## src/hdl/rlh_pkg.sv

```systemverilog
`default_nettype none

package rlh_pkg;

  // fixed geometry of the histogram
  localparam int COORD_BITS  = 12;
  localparam int COUNT_BITS  = 25;
  localparam int SAMPLE_STEP = 24;
  localparam int BIN_BITS    = 8;
  localparam int NUM_BINS    = 1 << BIN_BITS;

  // operation codes
  localparam logic [1:0] OP_CLEAR = 2'd0;
  localparam logic [1:0] OP_PIXEL = 2'd1;
  localparam logic [1:0] OP_READ  = 2'd2;

  // divisibility test by reciprocal multiplication: x is a multiple of the
  // step exactly when the fraction bits of x * GRID_MUL stay below GRID_MUL
  localparam int GRID_SHIFT    = COORD_BITS + 7;
  localparam int GRID_MUL_BITS = GRID_SHIFT + 1;
  localparam int PROD_BITS     = COORD_BITS + GRID_MUL_BITS;
  localparam logic [GRID_MUL_BITS-1:0] GRID_MUL =
    GRID_MUL_BITS'(((1 << GRID_SHIFT) + SAMPLE_STEP - 1) / SAMPLE_STEP);

  typedef struct packed {
    logic [1:0]            op;
    logic [COORD_BITS-1:0] x_pos;
    logic [COORD_BITS-1:0] y_pos;
    logic [7:0]            red;
    logic [7:0]            green;
    logic [7:0]            blue;
    logic [BIN_BITS-1:0]   bin_index;
  } rlh_in_t;

  typedef struct packed {
    logic [COUNT_BITS-1:0] gray_count;
    logic [COUNT_BITS-1:0] red_count;
    logic [COUNT_BITS-1:0] green_count;
    logic [COUNT_BITS-1:0] blue_count;
  } rlh_out_t;

  // bin addresses presented to the four banks
  typedef struct packed {
    logic [BIN_BITS-1:0] gray;
    logic [BIN_BITS-1:0] red;
    logic [BIN_BITS-1:0] green;
    logic [BIN_BITS-1:0] blue;
  } rlh_addr_t;

  // what the transaction in the update stage does
  typedef struct packed {
    logic count;
    logic read;
  } rlh_stage_t;

  // clearing sweep write
  typedef struct packed {
    logic                we;
    logic [BIN_BITS-1:0] addr;
  } rlh_clr_t;

endpackage

`default_nettype wire

```

## src/hdl/rlh_front.sv

```systemverilog
`default_nettype none

module rlh_front (
  input  wire logic               clk,
  input  wire logic               rst_n,
  input  wire logic               accept,
  input  wire rlh_pkg::rlh_in_t   in_data,
  input  wire logic               full_res,
  output rlh_pkg::rlh_addr_t      rd_addr,
  output rlh_pkg::rlh_stage_t     stage
);

  logic [12:0]                    gray_sum;
  logic [rlh_pkg::BIN_BITS-1:0]   gray;
  logic [rlh_pkg::PROD_BITS-1:0]  prod_x;
  logic [rlh_pkg::PROD_BITS-1:0]  prod_y;
  logic                           on_grid;
  logic                           is_read;
  rlh_pkg::rlh_stage_t            stage_r;

  // weighted luma, always below 256 after the shift
  assign gray_sum = 13'(in_data.red) * 13'd11 + {1'b0, in_data.green, 4'b0000}
                  + 13'(in_data.blue) * 13'd5;
  assign gray     = gray_sum[12:5];

  // sampling grid test on both coordinates
  assign prod_x  = rlh_pkg::PROD_BITS'(in_data.x_pos)
                 * rlh_pkg::PROD_BITS'(rlh_pkg::GRID_MUL);
  assign prod_y  = rlh_pkg::PROD_BITS'(in_data.y_pos)
                 * rlh_pkg::PROD_BITS'(rlh_pkg::GRID_MUL);
  assign on_grid = ({1'b0, prod_x[rlh_pkg::GRID_SHIFT-1:0]} < rlh_pkg::GRID_MUL)
                && ({1'b0, prod_y[rlh_pkg::GRID_SHIFT-1:0]} < rlh_pkg::GRID_MUL);

  // read addresses go to the memories at the accepting edge
  assign is_read       = (in_data.op == rlh_pkg::OP_READ);
  assign rd_addr.gray  = is_read ? in_data.bin_index : gray;
  assign rd_addr.red   = is_read ? in_data.bin_index : in_data.red;
  assign rd_addr.green = is_read ? in_data.bin_index : in_data.green;
  assign rd_addr.blue  = is_read ? in_data.bin_index : in_data.blue;

  // update stage control
  always_ff @(posedge clk) begin
    if (!rst_n) begin
      stage_r <= '0;
    end else begin
      stage_r.count <= accept && (in_data.op == rlh_pkg::OP_PIXEL)
                    && (full_res || on_grid);
      stage_r.read  <= accept && is_read;
    end
  end

  assign stage = stage_r;

endmodule

`default_nettype wire

```

## config.mk

```make
export PLATFORM = sky130hd
export DESIGN_NAME = rlh_front
export DESIGN_NICKNAME = d
export VERILOG_FILES = /design/src/hdl/rlh_pkg.sv /design/src/hdl/rlh_front.sv
export SDC_FILE = /design/constraint.sdc
export NUM_CORES = 1
export LEC_CHECK = 0
export ABC_AREA = 1
export ABC_CLOCK_PERIOD_IN_PS = 5300
export BUFFER_PORTS_ARGS = -buffer_cell sky130_fd_sc_hd__buf_2
export CORE_ASPECT_RATIO = 0.7
export CORE_MARGIN = 1
export CORE_UTILIZATION = 40
export CTS_CLUSTER_DIAMETER = 40
export DETAILED_ROUTE_END_ITERATION = 8
export GPL_TIMING_DRIVEN = 0
export PLACE_DENSITY_LB_ADDON = 0.1
export SLEW_MARGIN = 20
export SYNTH_ARGS = -nofsm -noshare
export SYNTH_HDL_FRONTEND = slang
export SYNTH_SLANG_ARGS = --single-unit
```

## constraint.sdc

```tcl
create_clock -name clk -period 5.3 [get_ports clk]
set_input_delay 0 -clock clk [delete_from_list [all_inputs] [get_ports clk]]
set_output_delay 0 -clock clk [all_outputs]
set_load 0.02 [all_outputs]
```

After elaboration in Yosys (flattened, before gate mapping)
Index checks and enable logic that the tools add are counted.
{"block": "classes", "add_sub_neg": 2, "n_mul": 4, "order_cmp": 2, "n_eq_ne": 2, "mux": 4, "reduce_logical": 5}
{"cell": "19-bit by 15-bit less-than comparator with 1-bit output, second input constant", "count": 2}
{"cell": "12-bit by 14-bit multiplier with 18-bit output, second input constant", "count": 2}
{"cell": "8-bit two-way mux", "count": 4}
{"cell": "12-bit by 12-bit adder with 13-bit output", "count": 1}
{"cell": "13-bit by 11-bit adder with 13-bit output", "count": 1}
{"cell": "8-bit by 4-bit multiplier with 12-bit output, second input constant", "count": 1}
{"cell": "8-bit by 3-bit multiplier with 11-bit output, second input constant", "count": 1}
{"cell": "1-bit logical AND", "count": 4}
{"cell": "2-bit by 1-bit == test with 1-bit output, second input constant", "count": 1}
{"cell": "2-bit == test, second input constant", "count": 1}
{"cell": "1-bit logical OR", "count": 1}
{"block": "totals", "reg_bits": 2, "out_inout_bits": 34, "elab_cells": 21}

Logic depth before layout (Yosys ltp)
{"block": "logic_depth", "word_depth": 5, "mapped_depth": 25, "depth_no_buf": 25}

Worst setup path before layout
No wires, ideal clock.
{"block": "synth_path", "kind": "input -> register", "from": "input in_data[50] in the netlist's numbering", "to": "register stage_r (netlist bit stage[1])", "setup_time_ps": 64, "arrival_ps": 3824, "required_ps": 5236, "slack_ps": 1412, "cell_stages": 23, "n_path_buf": 0, "path_cell_list": "ha_1 -> inv_1 -> fa_1 -> fa_1 -> inv_1 -> fa_1 -> inv_1 -> fa_1 -> inv_1 -> ha_1 -> nand2_1 -> inv_1 -> a21oi_2 -> nor2_1 -> nor2_1 -> nand2_1 -> nand2_1 -> nand2_1 -> nor2_1 -> nand3_1 -> nor2_1 -> nor2_1 -> nor2_1"}
{"block": "synth_via", "elab_chain_len": 5}
{"item": "from (decl)", "line": "rlh_front.sv:7", "rtl": "input wire rlh_pkg::rlh_in_t in_data,"}
{"item": "12-bit by 14-bit multiplier with 18-bit output", "line": "rlh_front.sv:28", "rtl": "* rlh_pkg::PROD_BITS'(rlh_pkg::GRID_MUL);"}
{"item": "19-bit by 15-bit less-than comparator with 1-bit output", "line": "rlh_front.sv:31", "rtl": "assign on_grid = ({1'b0, prod_x[rlh_pkg::GRID_SHIFT-1:0]} < rlh_pkg::GRID_MUL)"}
{"item": "1-bit logical AND", "line": "rlh_front.sv:32", "rtl": "&& ({1'b0, prod_y[rlh_pkg::GRID_SHIFT-1:0]} < rlh_pkg::GRID_MUL);"}
{"item": "1-bit logical OR", "line": "rlh_front.sv:47", "rtl": "&& (full_res || on_grid);"}
{"item": "1-bit logical AND", "line": "rlh_front.sv:47"}
{"item": "to (decl)", "line": "rlh_front.sv:19", "rtl": "rlh_pkg::rlh_stage_t stage_r;"}
Every way passes these cells.
A chain may end at the register's enable or synchronous reset.

Final worst setup path
{"block": "layout_path", "from": "input in_data[38] in the netlist's numbering", "to": "register stage_r (netlist bit stage[1])"}
{"block": "layout_via", "elab_chain_len": 5}
{"item": "12-bit by 14-bit multiplier with 18-bit output", "line": "rlh_front.sv:30", "rtl": "* rlh_pkg::PROD_BITS'(rlh_pkg::GRID_MUL);"}
{"item": "19-bit by 15-bit less-than comparator with 1-bit output", "line": "rlh_front.sv:32"}
{"item": "1-bit logical AND", "line": "rlh_front.sv:32"}
{"item": "1-bit logical OR", "line": "rlh_front.sv:47"}
{"item": "1-bit logical AND", "line": "rlh_front.sv:47"}
Every way passes these cells.

==> flow_summary_export.csv <==
group,metric,value,unit
status,outcome,"finished, violations left",
status,violations,"DRC",
clock_tree,cts_buffers,3,
setup_path,start_kind,"primary input",
sta,grt_setup_unrepaired,"false",
setup_path,worstSetupPathType,"primary input to flop",
clock_tree,htreeDepth,1,
power_and_ir_drop,p_int,0.00155,W
synth,ys_seq_area_frac,0.00629,
sta,finalHoldViolCount,0,
finish,n_fill_cell,1634,
placed_design,dp_cells,1164,
sta,fin_crit_sh,0.808,
synth,syn_nets,1159,
power_and_ir_drop,p_leak,4.44,nW
synth,synth_top_area_cell,"fa_1",
clock_tree,post-cts-setup-buffers,0,
synth,synthDominantCellAreaShare,0.299,
finish,drive_above_1_share,0.131,
floorplanning,rows,38,
sta,max_freq,233,MHz
detailed_routing,wl_per_cell,11.4,um
power_and_ir_drop,p_per_area,552,nW/um2
placed_design,hpwl,12.5,mm
placed_design,gp_congestion,0.784,
floorplanning,die_height,108,um
setup_path,cp-end-kind,"flop",
sta,min_period,4.28,ns
power_and_ir_drop,pwr-share-seq,0.004,
floorplanning,ios,96,
power_and_ir_drop,ir_drop,0.269,mV
power_and_ir_drop,p_comb_frac,0.967,
detailed_routing,drt_iter0_drc,268,
setup_path,cp.required,5.46,ns
setup_path,worstPathArrival,4.44,ns
sta,setup_viol,0,
clock_tree,root_buffer,"clkbuf_16",
sta,tns,0,ns
min_path,hold_class,"primary input to flop",
synth,ys_ff_latch,2,
clock_tree,cts_buffer_depth,2,
floorplanning,start_util,0.411,
clock_tree,post_cts_resized,0,
detailed_routing,wl,13.3,mm
synth,ys.warnings.count,0,
sta,slew_violations,0,
clock_tree,path_clk_slew,0.03,ns
setup_path,endpoint,"stage[1]",
detailed_routing,antenna_left,0,
run,maxCapViolations,0,
detailed_routing,drc_errors,13,
clock_tree,cts_tree,"built",
finish,area_growth,12.7,%
detailed_routing,dr.pass1.iters,9,
finish,antenna_cells,0,
placed_design,portBuffers,95,
finish,fin_cells,1168,
floorplanning,dieArea,16400,um2
global_route,grt.overflow.total,0,
sta,max_slew_margin,0.595,
detailed_routing,via_per_inst,4.50,
setup_path,cp-startpoint,"in_data[38]",
global_route,grt_pass1_wl,23.4,mm
sta,tightest_slew,0.608,ns
finish,largest_reg_flops,2,
floorplanning,core_area,15500,um2
power_and_ir_drop,swShare,0.608,
clock_tree,clock_sinks,2,
global_route,antenna_found_initial,0,
synth,syn_avg_cell_area,7.32,um2
finish,final_nets,1260,
global_route,track_usage,0.175,
synth,synth_area_leaders,"fa_1 30%, ha_1 26%, inv_1 14%, nand2_1 13%, nand3_1 2.8%",
synth,synth.distinct_cells,37,
synth,synth_area,6360,um2
clock_tree,hold_buffers,1,
global_route,grt_pass1_vias,4941,
power_and_ir_drop,p_sw,0.00241,W
synth,synthCells,869,
floorplanning,die_x,153,um
global_route,grt_max_degree,11,
power_and_ir_drop,power_frac_clock,0.029,
detailed_routing,via_count,5257,
setup_path,path_max_fanout,5,
==> cells in the mapped netlist, drive strengths merged <==
| library cell | count |
|---|---|
| inv | 244 |
| nor2 | 41 |
| xor2 | 4 |
| nand4 | 10 |
| or2 | 3 |
| xnor2 | 7 |
| a21oi | 20 |
| clkinv | 1 |
| a21boi | 1 |
| dfxtp | 2 |
| nand3b | 6 |
| o211ai | 1 |
| nor3 | 4 |
| fa | 95 |
| nand2b | 1 |
| clkbuf | 3 |
| nand2 | 231 |
| ha | 133 |
| nand3 | 40 |
| a211oi | 1 |
| o21ai | 13 |
| and2 | 2 |
| o31ai | 1 |
| a31oi | 2 |
| o21bai | 3 |
==> layout by cell type (no fill, tap or decap), types with 3 or more instances in the layout <==
cell	netlist	final
xor2_1	4	4
nand4_1	10	10
clkbuf_1	3	3
clkbuf_16	0	3
fa_1	95	95
nor2_1	36	36
xnor2_1	7	7
nor3_1	4	4
a21oi_2	4	4
nand2_1	221	221
nand3_2	3	3
nor2_2	4	4
nand3b_1	5	5
inv_1	243	243
o21bai_1	3	3
ha_1	133	133
o21ai_0	11	11
a21oi_1	16	16
buf_2	0	95
nand2_2	8	8
nand3_1	36	36
==> per-layer routing <==
metal | track usage | wire (um) | share of wire
met1 | 0.292 | 7840 | 0.59
met2 | 0.250 | 5000 | 0.38
met3 | 0.00644 | 432 | 0.032
met4 | 0.0173 | 29 | 0.0022
met5 | 0 | 0 | 0
==> power by group through the flow <==
stage	Combinational, W	Sequential [W]	Clock (W)
6_report	0.00383	0.0000156	0.000114
5_1_grt	0.00450	0.0000156	0.000116
4_1_cts	0.00386	0.0000156	0.000116
3_5_place_dp	0.00383	0.0000158	0
3_3_place_gp	0.00385	0.0000158	0
2_1_floorplan	0.00304	0.0000163	0
==> cell families after synthesis <==
group           Yosys count  share of synthesized area
simple gates            338                      0.233
buf+inv                 248                      0.146
fa+ha+maj               228                      0.560
compound gates           42                     0.0391
xor+xnor                 11                     0.0151
flops                     2                    0.00629
==> worst max-delay path, cell delays in order <==
cell	delay (ns)
buf_2	0.13
ha_1	0.38
inv_1	0.09
fa_1	0.50
fa_1	0.52
inv_1	0.05
fa_1	0.49
inv_1	0.05
fa_1	0.52
inv_1	0.05
ha_1	0.37
nand2_1	0.12
nor2_1	0.12
nand3_1	0.12
nand2_1	0.12
nand2_1	0.08
nand3_1	0.07
nand2_1	0.06
nor2_1	0.16
nand3_1	0.14
nor2_1	0.18
nor2_1	0.06
nor2_1	0.07
==> how the worst min path moves through the flow <==
stage               depth (start not counted)  startpoint  endpoint  slack [ns]
floorplan                                   2      accept  stage[0]        0.12
global placement                            3    full_res  stage[1]        0.21
detailed placement                          3    full_res  stage[1]        0.22
CTS                                         3      accept  stage[0]        0.09
global route                                3      accept  stage[0]        0.11
finish                                      3      accept  stage[0]        0.07
==> final cells by class <==
cell class / instances / area, um2 / area share
Clock buffer: 3 / 75.1 / 0.0105
Sequential cell: 2 / 40.0 / 0.00558
Multi-Input combinational cell: 619 / 5390 / 0.752
Buffer: 3 / 11.3 / 0.00157
Inverter: 245 / 920 / 0.128
Timing Repair Buffer: 96 / 485 / 0.0677
Tap cell: 200 / 250 / 0.0349
==> per-stage QoR <==
step / util / cell area, um2 / worst slack (ns) / hold slack [ns] / power (W)
3_5_place_dp: 0.457 / 7090 / 0.788 / 0.219 / 0.00384
2_1_floorplan: - / 6360 / 1.41 / 0.119 / 0.00306
5_1_grt: 0.463 / 7170 / 0.707 / 0.107 / 0.00463
4_1_cts: 0.463 / 7170 / 0.998 / 0.0922 / 0.00399
3_3_place_gp: 0.457 / 7090 / 0.749 / 0.211 / 0.00387
6_report: 0.463 / 7170 / 1.02 / 0.0696 / 0.00396
(Power assumes the default switching activity.)
